**src/sv/badc_pkg.sv**
```systemverilog
// Shared types and constants for the bridge converter serial reader.
`timescale 1ns / 1ps
package badc_pkg;

  // Converter word and frame geometry.
  localparam int unsigned DATA_BITS = 24;
  localparam int unsigned NET_W     = 25;
  localparam int unsigned PULSE_W   = 5;
  localparam int unsigned GAIN_W    = 2;
  localparam int unsigned AVG_W     = 7;
  localparam int unsigned CFG_W     = 24;
  localparam int unsigned CFG_IDX_W = 2;

  // Configuration register indexes.
  localparam logic [CFG_IDX_W-1:0] CFG_GAIN_PULSES   = 2'd0;
  localparam logic [CFG_IDX_W-1:0] CFG_AVERAGE_COUNT = 2'd1;
  localparam logic [CFG_IDX_W-1:0] CFG_TARE_OFFSET   = 2'd2;

  // Frame phase codes.
  localparam logic [1:0] PH_IDLE = 2'd0;
  localparam logic [1:0] PH_DATA = 2'd1;
  localparam logic [1:0] PH_GAIN = 2'd2;

  // Last data pulse index and the bit that is inverted for offset binary.
  localparam logic [PULSE_W-1:0]   LAST_DATA_PULSE = 5'd23;
  localparam logic [DATA_BITS-1:0] TOP_BIT         = 24'h800000;

  // What the frame sequencer reports for the tick being taken.
  typedef struct packed {
    logic                 sck;
    logic                 done;
    logic [DATA_BITS-1:0] raw;
  } badc_frame_t;

  // Status of the divider.
  typedef struct packed {
    logic busy;
    logic done;
  } badc_div_stat_t;

endpackage

```
**src/sv/badc_frame.sv**
```systemverilog
// Serial frame sequencer: drives the clock pulses and shifts in the data word.
`timescale 1ns / 1ps
module badc_frame
  import badc_pkg::*;
(
  input  logic              clk,
  input  logic              rst_n,
  input  logic              step,
  input  logic              dout_level,
  input  logic [GAIN_W-1:0] gain_pulses,
  output badc_frame_t       frm
);

  logic [1:0]           phase_r, phase_nxt;
  logic [PULSE_W-1:0]   pulse_r, pulse_nxt, pulse_inc;
  logic                 clk_high_r, clk_high_nxt;
  logic [DATA_BITS-1:0] shift_r, shift_nxt;

  assign pulse_inc = pulse_r + 1'b1;

  // Next state for one tick, and what this tick drives.
  always_comb begin
    phase_nxt    = phase_r;
    pulse_nxt    = pulse_r;
    clk_high_nxt = clk_high_r;
    shift_nxt    = shift_r;
    frm.sck      = 1'b0;
    frm.done     = 1'b0;
    if (phase_r == PH_IDLE) begin
      if (!dout_level) begin
        phase_nxt    = PH_DATA;
        pulse_nxt    = '0;
        clk_high_nxt = 1'b0;
        shift_nxt    = '0;
      end
    end else if (!clk_high_r) begin
      frm.sck      = 1'b1;
      clk_high_nxt = 1'b1;
    end else begin
      clk_high_nxt = 1'b0;
      pulse_nxt    = pulse_inc;
      if (phase_r == PH_DATA) begin
        shift_nxt = {shift_r[DATA_BITS-2:0], dout_level};
        if (pulse_r == LAST_DATA_PULSE) begin
          pulse_nxt = '0;
          if (gain_pulses == '0) begin
            frm.done  = 1'b1;
            phase_nxt = PH_IDLE;
          end else begin
            phase_nxt = PH_GAIN;
          end
        end
      end else if (pulse_inc >= PULSE_W'(gain_pulses)) begin
        frm.done  = 1'b1;
        phase_nxt = PH_IDLE;
        pulse_nxt = '0;
      end
    end
    frm.raw = shift_nxt ^ TOP_BIT;
  end

  // State advances only on a taken tick.
  always_ff @(posedge clk) begin
    if (!rst_n) begin
      phase_r    <= PH_IDLE;
      pulse_r    <= '0;
      clk_high_r <= 1'b0;
      shift_r    <= '0;
    end else if (step) begin
      phase_r    <= phase_nxt;
      pulse_r    <= pulse_nxt;
      clk_high_r <= clk_high_nxt;
      shift_r    <= shift_nxt;
    end
  end

endmodule

```
**src/sv/badc_div.sv**
```systemverilog
// Restoring divider producing one quotient bit per cycle.
`timescale 1ns / 1ps
module badc_div
  import badc_pkg::*;
#(
  parameter int unsigned SUM_W = 30,
  parameter int unsigned CNT_W = 7
) (
  input  logic             clk,
  input  logic             rst_n,
  input  logic             start,
  input  logic             ack,
  input  logic [SUM_W-1:0] dividend,
  input  logic [CNT_W-1:0] divisor,
  output logic [SUM_W-1:0] quotient,
  output badc_div_stat_t   stat
);

  localparam int unsigned STEP_W = $clog2(SUM_W + 1);

  logic [SUM_W-1:0]  quo_r;
  logic [CNT_W-1:0]  rem_r, rem_nxt;
  logic [CNT_W-1:0]  den_r;
  logic [STEP_W-1:0] step_r;
  logic              run_r, done_r;
  logic [CNT_W:0]    trial, diff;
  logic              qbit;

  // One trial subtraction of the divisor from the partial remainder.
  always_comb begin
    trial   = {rem_r, quo_r[SUM_W-1]};
    diff    = trial - {1'b0, den_r};
    qbit    = (trial >= {1'b0, den_r});
    rem_nxt = qbit ? diff[CNT_W-1:0] : trial[CNT_W-1:0];
  end

  // Data path: the dividend shifts out of quo_r as quotient bits shift in.
  always_ff @(posedge clk) begin
    if (start) begin
      quo_r <= dividend;
      rem_r <= '0;
      den_r <= divisor;
    end else if (run_r) begin
      quo_r <= {quo_r[SUM_W-2:0], qbit};
      rem_r <= rem_nxt;
    end
  end

  // Iteration count and handshake with the controller.
  always_ff @(posedge clk) begin
    if (!rst_n) begin
      run_r  <= 1'b0;
      done_r <= 1'b0;
      step_r <= '0;
    end else if (start) begin
      run_r  <= 1'b1;
      done_r <= 1'b0;
      step_r <= STEP_W'(SUM_W);
    end else if (run_r) begin
      step_r <= step_r - 1'b1;
      if (step_r == STEP_W'(1)) begin
        run_r  <= 1'b0;
        done_r <= 1'b1;
      end
    end else if (ack) begin
      done_r <= 1'b0;
    end
  end

  assign quotient  = quo_r;
  assign stat.busy = run_r;
  assign stat.done = done_r;

endmodule

```
**src/sv/bridge_adc_serial_reader_top.sv**
```systemverilog
// Top level of the bridge converter serial reader with averaging and tare.
`timescale 1ns / 1ps
// Master for a two-wire 24-bit bridge converter. Every input item is one tick
// of the serial line and carries the sampled data level; every item yields
// exactly one result item with the clock level to drive for that tick and,
// when a frame completes, the offset-binary raw code. Raw codes are summed and,
// once average_count of them (clamped to 1..MAX_AVERAGE) are in, the truncated
// mean minus tare_offset is reported as net_value in the same result item.
// A tick that completes an average waits for the bit-serial divider that forms
// the mean; input is stalled meanwhile. Results sit in an output register, so a
// new tick is taken in the cycle that the previous result leaves; a result held
// by a stalled receiver stalls the input.
module bridge_adc_serial_reader_top
  import badc_pkg::*;
#(
  parameter int unsigned MAX_AVERAGE = 64
) (
  input  logic                    clk,
  input  logic                    rst_n,
  input  logic                    cfg_we,
  input  logic [CFG_IDX_W-1:0]    cfg_index,
  input  logic [CFG_W-1:0]        cfg_wdata,
  input  logic                    in_valid,
  output logic                    in_stall,
  input  logic                    in_dout_level,
  output logic                    out_valid,
  input  logic                    out_stall,
  output logic                    out_sck_level,
  output logic                    out_raw_valid,
  output logic [DATA_BITS-1:0]    out_raw_code,
  output logic                    out_net_valid,
  output logic signed [NET_W-1:0] out_net_value
);

  localparam int unsigned SUM_W = DATA_BITS + $clog2(MAX_AVERAGE);
  localparam int unsigned CNT_W = $clog2(MAX_AVERAGE + 1);
  localparam int unsigned EFF_W = (CNT_W > AVG_W) ? CNT_W : AVG_W;

  // Controller states.
  localparam logic ST_RUN = 1'b0;
  localparam logic ST_DIV = 1'b1;

  logic                 state_r, state_nxt;
  logic [GAIN_W-1:0]    gain_r;
  logic [AVG_W-1:0]     avg_r;
  logic [DATA_BITS-1:0] tare_r;
  logic [SUM_W-1:0]     sum_r, sum_add;
  logic [CNT_W-1:0]     cnt_r, cnt_add;
  logic [DATA_BITS-1:0] pend_raw_r;

  logic                 out_valid_r, out_sck_r, out_raw_valid_r, out_net_valid_r;
  logic [DATA_BITS-1:0] out_raw_r;
  logic [NET_W-1:0]     out_net_r;

  logic                 in_acc, out_free, need_net, div_take;
  logic [EFF_W-1:0]     eff;
  logic [SUM_W-1:0]     quotient;
  logic [NET_W-1:0]     net_calc;
  badc_frame_t          frm;
  badc_div_stat_t       div_stat;

  // Handshake.
  assign out_free = !out_valid_r || !out_stall;
  assign in_stall = (state_r == ST_DIV) || !out_free;
  assign in_acc   = in_valid && !in_stall;

  // Configuration registers.
  always_ff @(posedge clk) begin
    if (!rst_n) begin
      gain_r <= GAIN_W'(1);
      avg_r  <= AVG_W'(1);
      tare_r <= '0;
    end else if (cfg_we) begin
      case (cfg_index)
        CFG_GAIN_PULSES:   gain_r <= cfg_wdata[GAIN_W-1:0];
        CFG_AVERAGE_COUNT: avg_r  <= cfg_wdata[AVG_W-1:0];
        CFG_TARE_OFFSET:   tare_r <= cfg_wdata[DATA_BITS-1:0];
        default: ;
      endcase
    end
  end

  badc_frame u_frame (
    .clk         (clk),
    .rst_n       (rst_n),
    .step        (in_acc),
    .dout_level  (in_dout_level),
    .gain_pulses (gain_r),
    .frm         (frm)
  );

  // Effective averaging count, clamped to 1..MAX_AVERAGE.
  always_comb begin
    eff = (avg_r == '0) ? EFF_W'(1) : EFF_W'(avg_r);
    if (eff > EFF_W'(MAX_AVERAGE)) begin
      eff = EFF_W'(MAX_AVERAGE);
    end
  end

  // Accumulator including the code from the frame finishing this tick.
  assign sum_add  = sum_r + SUM_W'(frm.raw);
  assign cnt_add  = cnt_r + 1'b1;
  assign need_net = frm.done && (EFF_W'(cnt_add) >= eff);
  assign div_take = (state_r == ST_DIV) && div_stat.done && out_free;

  always_ff @(posedge clk) begin
    if (!rst_n) begin
      sum_r <= '0;
      cnt_r <= '0;
    end else if (in_acc && frm.done) begin
      if (need_net) begin
        sum_r <= '0;
        cnt_r <= '0;
      end else begin
        sum_r <= sum_add;
        cnt_r <= cnt_add;
      end
    end
  end

  badc_div #(
    .SUM_W (SUM_W),
    .CNT_W (CNT_W)
  ) u_div (
    .clk      (clk),
    .rst_n    (rst_n),
    .start    (in_acc && need_net),
    .ack      (div_take),
    .dividend (sum_add),
    .divisor  (cnt_add),
    .quotient (quotient),
    .stat     (div_stat)
  );

  // Mean minus tare, wrapped to the result width.
  assign net_calc = {1'b0, quotient[DATA_BITS-1:0]} - {1'b0, tare_r};

  // Controller: waits in ST_DIV until the mean has gone to the output.
  always_comb begin
    state_nxt = state_r;
    case (state_r)
      ST_RUN:  if (in_acc && need_net) state_nxt = ST_DIV;
      ST_DIV:  if (div_take) state_nxt = ST_RUN;
      default: state_nxt = ST_RUN;
    endcase
  end

  always_ff @(posedge clk) begin
    if (!rst_n) begin
      state_r <= ST_RUN;
    end else begin
      state_r <= state_nxt;
    end
  end

  // Raw code held while the mean is formed.
  always_ff @(posedge clk) begin
    if (in_acc && need_net) begin
      pend_raw_r <= frm.raw;
    end
  end

  // Output register.
  always_ff @(posedge clk) begin
    if (!rst_n) begin
      out_valid_r <= 1'b0;
    end else if (in_acc && !need_net) begin
      out_valid_r <= 1'b1;
    end else if (div_take) begin
      out_valid_r <= 1'b1;
    end else if (out_valid_r && !out_stall) begin
      out_valid_r <= 1'b0;
    end
  end

  always_ff @(posedge clk) begin
    if (in_acc && !need_net) begin
      out_sck_r       <= frm.sck;
      out_raw_valid_r <= frm.done;
      out_raw_r       <= frm.done ? frm.raw : '0;
      out_net_valid_r <= 1'b0;
      out_net_r       <= '0;
    end else if (div_take) begin
      out_sck_r       <= 1'b0;
      out_raw_valid_r <= 1'b1;
      out_raw_r       <= pend_raw_r;
      out_net_valid_r <= 1'b1;
      out_net_r       <= net_calc;
    end
  end

  assign out_valid     = out_valid_r;
  assign out_sck_level = out_sck_r;
  assign out_raw_valid = out_raw_valid_r;
  assign out_raw_code  = out_raw_r;
  assign out_net_valid = out_net_valid_r;
  assign out_net_value = out_net_r;

  // The divider only runs while the controller waits for the mean.
  a_div_in_div_state: assert property (@(posedge clk) disable iff (!rst_n)
    div_stat.busy |-> (state_r == ST_DIV))
    else $error("divider running outside the divide state");

  // A frame always completes on a low clock tick.
  a_raw_on_low_tick: assert property (@(posedge clk) disable iff (!rst_n)
    (out_valid && out_raw_valid) |-> !out_sck_level)
    else $error("raw code reported on a high clock tick");

  // A net value always comes with the raw code that completed it.
  a_net_with_raw: assert property (@(posedge clk) disable iff (!rst_n)
    (out_valid && out_net_valid) |-> out_raw_valid)
    else $error("net value without raw code");

  // The code count never exceeds the largest average.
  a_cnt_bound: assert property (@(posedge clk) disable iff (!rst_n)
    EFF_W'(cnt_r) < EFF_W'(MAX_AVERAGE))
    else $error("code count out of range");

endmodule

```
**config.mk**
```make
export PLATFORM = sky130hd
export DESIGN_NAME = bridge_adc_serial_reader_top
export DESIGN_NICKNAME = d
export VERILOG_FILES = /design/src/sv/badc_pkg.sv /design/src/sv/badc_frame.sv /design/src/sv/badc_div.sv /design/src/sv/bridge_adc_serial_reader_top.sv
export SDC_FILE = /design/constraint.sdc
export NUM_CORES = 1
export LEC_CHECK = 0
export ABC_AREA = 1
export BUFFER_PORTS_ARGS = -buffer_cell sky130_fd_sc_hd__buf_2
export CORE_ASPECT_RATIO = 0.7
export CORE_MARGIN = 2
export CORE_UTILIZATION = 40
export CTS_CLUSTER_DIAMETER = 200
export DETAILED_ROUTE_END_ITERATION = 6
export REMOVE_ABC_BUFFERS = 1
export SLEW_MARGIN = 20
export SYNTH_ARGS = -nofsm -noshare
export SYNTH_HDL_FRONTEND = slang
export SYNTH_SLANG_ARGS = --single-unit
```
**constraint.sdc**
```tcl
create_clock -name clk -period 2.8 [get_ports clk]
set_input_delay 0.42 -clock clk [delete_from_list [all_inputs] [get_ports clk]]
set_output_delay 0.42 -clock clk [all_outputs]
set_load 0.01 [all_outputs]
```
* Word-level counts from Yosys, hierarchy flattened
Index checks and enable logic that the tools add are counted.
** Storage, ports and cells
- Flip-flop bits (word level) :: 231
- Input port bits :: 32
- Output and inout port bits :: 54
- Logic and storage cells :: 131
** Operators by class
- Add/sub/neg operators :: 6
- $lt $le $gt $ge :: 4
- Eq/ne operators :: 8
- Multiplexer cells :: 53
- Bitwise logic cells :: 3
- Reduce and logical (&&, ||, !) cells :: 33
** Operator list (number)
- two-way mux 24 bit :: 7
- two-way mux 30 bit :: 3
- two-way mux 5 bit :: 8
- adder 30 x 24 -> 30 bit :: 1
- two-way mux 7 bit :: 4
- subtractor 24 x 24 -> 25 bit :: 1
- two-way mux 1 bit :: 22
- two-way mux 2 bit :: 8
- AND reduction 2 bit :: 5
- >= comparator 8 x 7 -> 1 bit :: 1
- logical AND 1 bit :: 8
- nonzero test 2 bit :: 4
- adder 7 x 1 -> 7 bit, second input constant :: 1
- >= comparator 7 bit :: 1
- greater-than comparator 7 bit, second input constant :: 1
- logical NOT 7 bit :: 1
- subtractor 7 bit :: 1
- logical NOT 2 bit :: 3
- nonzero test 3 bit :: 2
- adder 5 x 1 -> 5 bit, second input constant :: 1
- == test 5 x 1 -> 1 bit, second input constant :: 1
- == test 5 bit, second input constant :: 1
- >= comparator 5 x 2 -> 1 bit :: 1
- logical NOT 1 bit :: 5
- other kinds (11) :: 16

* Longest topological paths before layout
- Depth in word-level cells :: 10
- Gate-level depth with buffers :: 21
- Depth with buffers taken out :: 20

* Cells and area by module
Synthesis repeated with hierarchy kept, for this count alone.
** Second synthesis, totals
- Cells, all modules :: 1885
- Area total of the unflattened synthesis :: 13694.4 um^2
** By module, submodules not included
- bridge_adc_serial_reader_top :: instances 1, cells an instance 1320, area each 9093.7 um^2, seq. area each 3463.3 um^2
- badc_div :: instances 1, cells an instance 297, area each 2576.2 um^2, seq. area each 1391.3 um^2
- badc_frame :: instances 1, cells an instance 268, area each 2024.4 um^2, seq. area each 640.6 um^2

* Least setup slack after synthesis
OpenSTA, ideal clock, no wires.
- Path type :: reg-to-reg
- From :: reg cnt_r[0]
- To :: reg out_raw_r[0], in the netlist out_raw_code[0], enable pin
- Setup time :: 438 ps
- Arrival :: 2499 ps
- Slack :: -137 ps
- Stages on the path, launching flop included :: 14
- Path buffers :: 1
- Path through :: dfxtp_1 > ha_1 > nand3_1 > nor2_1 > nand2_1 > xnor2_1 > ha_1 > nand2_1 > o21a_1 > nand3_1 > inv_1 > o21ai_2 > buf_2 > nand2_1
** On the way
- Longest elaborated chain between the ends :: 6
** Ends and longest elaborated chain
- from (decl) :: RTL line bridge_adc_serial_reader_top.sv:48 : logic [CNT_W-1:0] cnt_r, cnt_add;
- from (signal assigned) :: RTL line bridge_adc_serial_reader_top.sv:116 : cnt_r <= cnt_add;
- adder 7 x 1 -> 7 bit :: RTL line bridge_adc_serial_reader_top.sv:102 : assign cnt_add = cnt_r + 1'b1;
- via cnt_add[6] :: RTL line bridge_adc_serial_reader_top.sv:48
- >= comparator 7 bit :: RTL line bridge_adc_serial_reader_top.sv:103 : assign need_net = frm.done && (EFF_W'(cnt_add) >= eff);
- logical AND 1 bit :: RTL line bridge_adc_serial_reader_top.sv:103
- logical NOT 1 bit :: RTL line bridge_adc_serial_reader_top.sv:177 : if (in_acc && !need_net) begin
- logical AND 1 bit :: RTL line bridge_adc_serial_reader_top.sv:177
- nonzero test 2 bit (no source line)
- to (signal assigned) :: RTL line bridge_adc_serial_reader_top.sv:180 : out_raw_r <= frm.done ? frm.raw : '0;
- to (signal assigned) :: RTL line bridge_adc_serial_reader_top.sv:186 : out_raw_r <= pend_raw_r;
- to (decl) :: RTL line bridge_adc_serial_reader_top.sv:52 : logic [DATA_BITS-1:0] out_raw_r;
The timed path passes the listed nets, and every way through them passes these cells.
A chain may end at the register's enable or synchronous reset.

==> results by group <==
Critical path
  • CP Max Fanout: 4
  • CP arrival: approximately 3000 ps
  • RR Startpoint: u_frame.phase_r[0]
  • Critical Path End Type: flop
  • Worst Reg-to-Reg Cells: 18
  • Crit path max-delay cell type: fa_2
  • Slowest stage delay, CP: 370 ps
  • Crit path kind: reg -> reg
  • Worst setup SP type: flop
  • Worst setup path start: u_frame.phase_r[0]
  • R2R Setup Slk: -9 ps
  • Critical Path End: u_div.quotient[22]
  • WP data required: 3070 ps
  • RR Endpoint: u_div.quotient[22]
  • CP Cell Sequence: buf_6 > nand2_4 > nor2_4 > buf_6 > inv_8 > buf_6 > a21oi_4 > ha_4 > inv_2 > fa_2 > inv_2 > nand3_2 > nand3_4 > nand2_4 > nand2_4 > nand3_4 > nand4_1 > a31oi_2

Power and ir drop
  • Power per Cell Area: 505.4 nW/um^2
  • Total power: roughly 9.1 mW
  • VDD IR-drop max: 455.2 uV
  • Leakage: 8.406 nW

GRT
  • GR Overflow Total: 0
  • Largest net degree at the start of global routing: 71
  • Vias in the first global route: 11480
  • Met2 Use GR: 33.30%
  • GRT met1 Usage: 36.59%
  • GR Layer Usage met3: 4.337%
  • First-pass GRT wire length: 64.16 mm
  • Antenna violations before repair: 0
  • Global Route Usage Sum: 23.41%
  • Top Usage Layer GRT: met1

Clocking
  • # hold bufs at CTS: 0
  • H-tree levels: 1
  • Clk sink count: 231
  • Clk slew on worst S/H paths: 60 ps
  • Max Root-Sink Buffers: 3
  • CTS tree: built
  • Root Driver: clkbuf_16
  • Worst skew pair latency: 550 ps
  • TritonCTS buffer count: 26

Floorplanning
  • Die footprint: 34800 sq um
  • Row count: 55
  • Io pins: 86
  • Die X: 222.1 um
  • Initial Util: 40.92%
  • Core Area: around 33000 sq um
  • Die height: 156.7 um

Detailed routing
  • WL final: 44.76 mm
  • Via density: 5.199
  • Remaining antenna violation count after routing: 0
  • Vias: 13150
  • First drt pass iteration count: 7
  • DRC Markers: 0
  • Initial DRC Count: about 1300
  • Drt wl/cell: 17.70 um

Status
  • Failing checks: negative setup slack
  • Outcome: complete, but fails checks

Synthesis
  • Cell count after synthesis: 1853
  • Sequential cell area fraction in the yosys report: 41.26%
  • Yosys warns: 0
  • Fraction of registers with async set or reset after synthesis: 0%
  • Prevailing post-synth register cell: dfxtp_1
  • #FFs+latches synth: 231
  • Mapped cell area: roughly 13000 sq um
  • Syn_area_per_cell: 7.188 sq um
  • Netlist cell types: 41
  • EDFF count, synth: 87

STA
  • Max Clk Rate: 356.0 MHz
  • Unrepaired setup endpoints after global routing: yes
  • Final hold viol count: 0
  • Worst hold margin: 140.3 ps
  • Slew headroom: 58.70%
  • Final min period: between 2000 and 3000 ps
  • Worst Slack Setup Final: -8.653 ps
  • Tcrit/Tclk final: 100.3%
  • Worst Skew: 20.17 ps
  • Slew Limit Fails: 0
  • Least-Margin Pin Slew: around 600 ps
  • Final setup fails: 1

Min path
  • Worst hold path type: in -> reg

Placement
  • Final HPWL DP: 30.33 mm
  • Placed Area: approximately 15000 sq um
  • RD Place Congestion: around 0.93
  • IO Port Bufs: 85

Run
  • Max Cap Violations: 0

Cells and area
  • Design Area, Final: approximately 18000 sq um
  • Fraction of layout cells with a size suffix above 1: 26.37%
  • Final #Nets: 2184
  • Area growth syn-to-layout: 34.98%
## metrics by stage
stage	setup TNS (ps)	cells	util [%]	setup slack (ps)
2_1_floorplan	-450890	1795	-	-4778
3_3_place_gp	-26110	2439	46.51	-314.2
3_5_place_dp	-33830	2439	46.51	-346.5
4_1_cts	-28.25	2495	50.44	-11.17
5_1_grt	-2557	2528	55.23	-94.35
6_report	-8.653	2529	55.23	-8.653
## what timing repair did
item                       CTS  global route
setup endpoints to repair  204           196
gates cloned                 2            14
pin swaps                   16            93
resized for setup           68           271
buffers inserted             6            21
## cells in the final DEF, fill, tap and decap left out, drive strengths merged, types with 2 or more instances in the layout
cell type  netlist  layout
nand3b           4       4
bufinv           0       5
xnor2            6       6
clkinvlp         0       4
fa               3       3
dfxtp          144     144
inv            301     301
o21a             3       3
buf             27     248
nand3          125     125
o211ai           2       2
o21bai           2       2
a31oi           15      15
a211oi           2       2
a22o            21      21
o31ai            3       3
xor2            20      20
nor3            19      19
clkinv           1       7
edfxtp          87      87
nand2          525     525
o21ai          125     125
clkbuf          31      42
ha              68      68
or2             13      13
and2             3       3
a21oi          168     168
nand4           23      23
nor2           108     108
## how the worst min path moves through the flow
stage                                 from               end  slack [ps]  cells past startpoint
after floorplan                  tare_r[0]         tare_r[0]         430                      2
after global placement           tare_r[0]         tare_r[0]         440                      2
after detailed placement  out_net_value[2]  out_net_value[2]         450                      2
after CTS                     cfg_wdata[2]          avg_r[2]         120                      3
after global routing          cfg_wdata[3]          avg_r[3]         150                      3
final                         cfg_wdata[2]          avg_r[2]         140                      3
## worst max-delay path: cells and delay by family, from the launching register on
kind | cells | cell delay (ps)
compound gates | 2 | 310
fa+ha+maj | 2 | 540
buf+inv | 6 | 520
flops | 1 | 330
simple gates | 8 | 840
## layout make-up
cell class	count	area, sq um
antenna	1	2.502
clock buffer	34	743.2
clock inverter	14	207.7
fill	3005	14570
inverter	302	1145
multi-input combinational	1262	7712
sequential	231	5504
tap	427	534.3
timing repair buffer	257	2118
timing repair inverter	1	11.26
## layer usage
metal  up-vias  wire length (um)
li1       6480                 -
met1      6231             22920
met2       397             17950
met3        40              3216
met4         0               673
met5         -                 0
## cells by family (layout without fill, tap and decap cells)
logic type               count (synthesis)  after routing  synth area share [%]
AND/OR/NAND/NOR                        823            823                 25.56
buffers and inverters                  360            608                 10.68
AO/OA/AOI/OAI                          342            342                 13.95
flip-flops                             231            231                 41.26
adder cells (fa/ha/maj)                 71             71                 6.839
XOR/XNOR                                26             26                 1.710
other                                    0              1                     0
## cells in the mapped netlist (6+ instances only)
| master | n | area [sq um] |
|---|---|---|
| nand2_1 | 525 | 1971 |
| inv_1 | 300 | 1126 |
| a21oi_1 | 168 | 840.8 |
| dfxtp_1 | 144 | 2883 |
| nand3_1 | 124 | 620.6 |
| o21ai_0 | 121 | 605.6 |
| nor2_1 | 107 | 401.6 |
| edfxtp_1 | 87 | 2613 |
| ha_1 | 68 | 850.8 |
| clkbuf_1 | 31 | 116.4 |
| nand4_1 | 22 | 137.6 |
| a22o_1 | 21 | 183.9 |
| xor2_1 | 20 | 175.2 |
| nor3_1 | 19 | 95.09 |
| a31oi_1 | 15 | 93.84 |
| buf_2 | 15 | 75.07 |
| or2_2 | 13 | 81.33 |
| buf_4 | 6 | 45.04 |
| xnor2_1 | 6 | 52.55 |
## power breakdown
| part | internal, mW | leakage (nW) | total, mW | switching (mW) |
|---|---|---|---|---|
| clock | 2.34 | 0.455 | 3.84 | 1.50 |
| sequential | 3.65 | 1.98 | 3.74 | 0.0937 |
| combinational | 0.596 | 5.97 | 1.51 | 0.915 |
## sequential cells by signal (all words and copies together) (netlist names), 24 cells and up
| signal | count |
|---|---|
| out_raw_code | 24 |
| tare_r | 24 |
| u_div.quotient | 30 |
| pend_raw_r | 24 |
| out_net_value | 25 |
| sum_r | 30 |
| u_frame.shift_r | 24 |
Power figures use the tool's default switching activity.
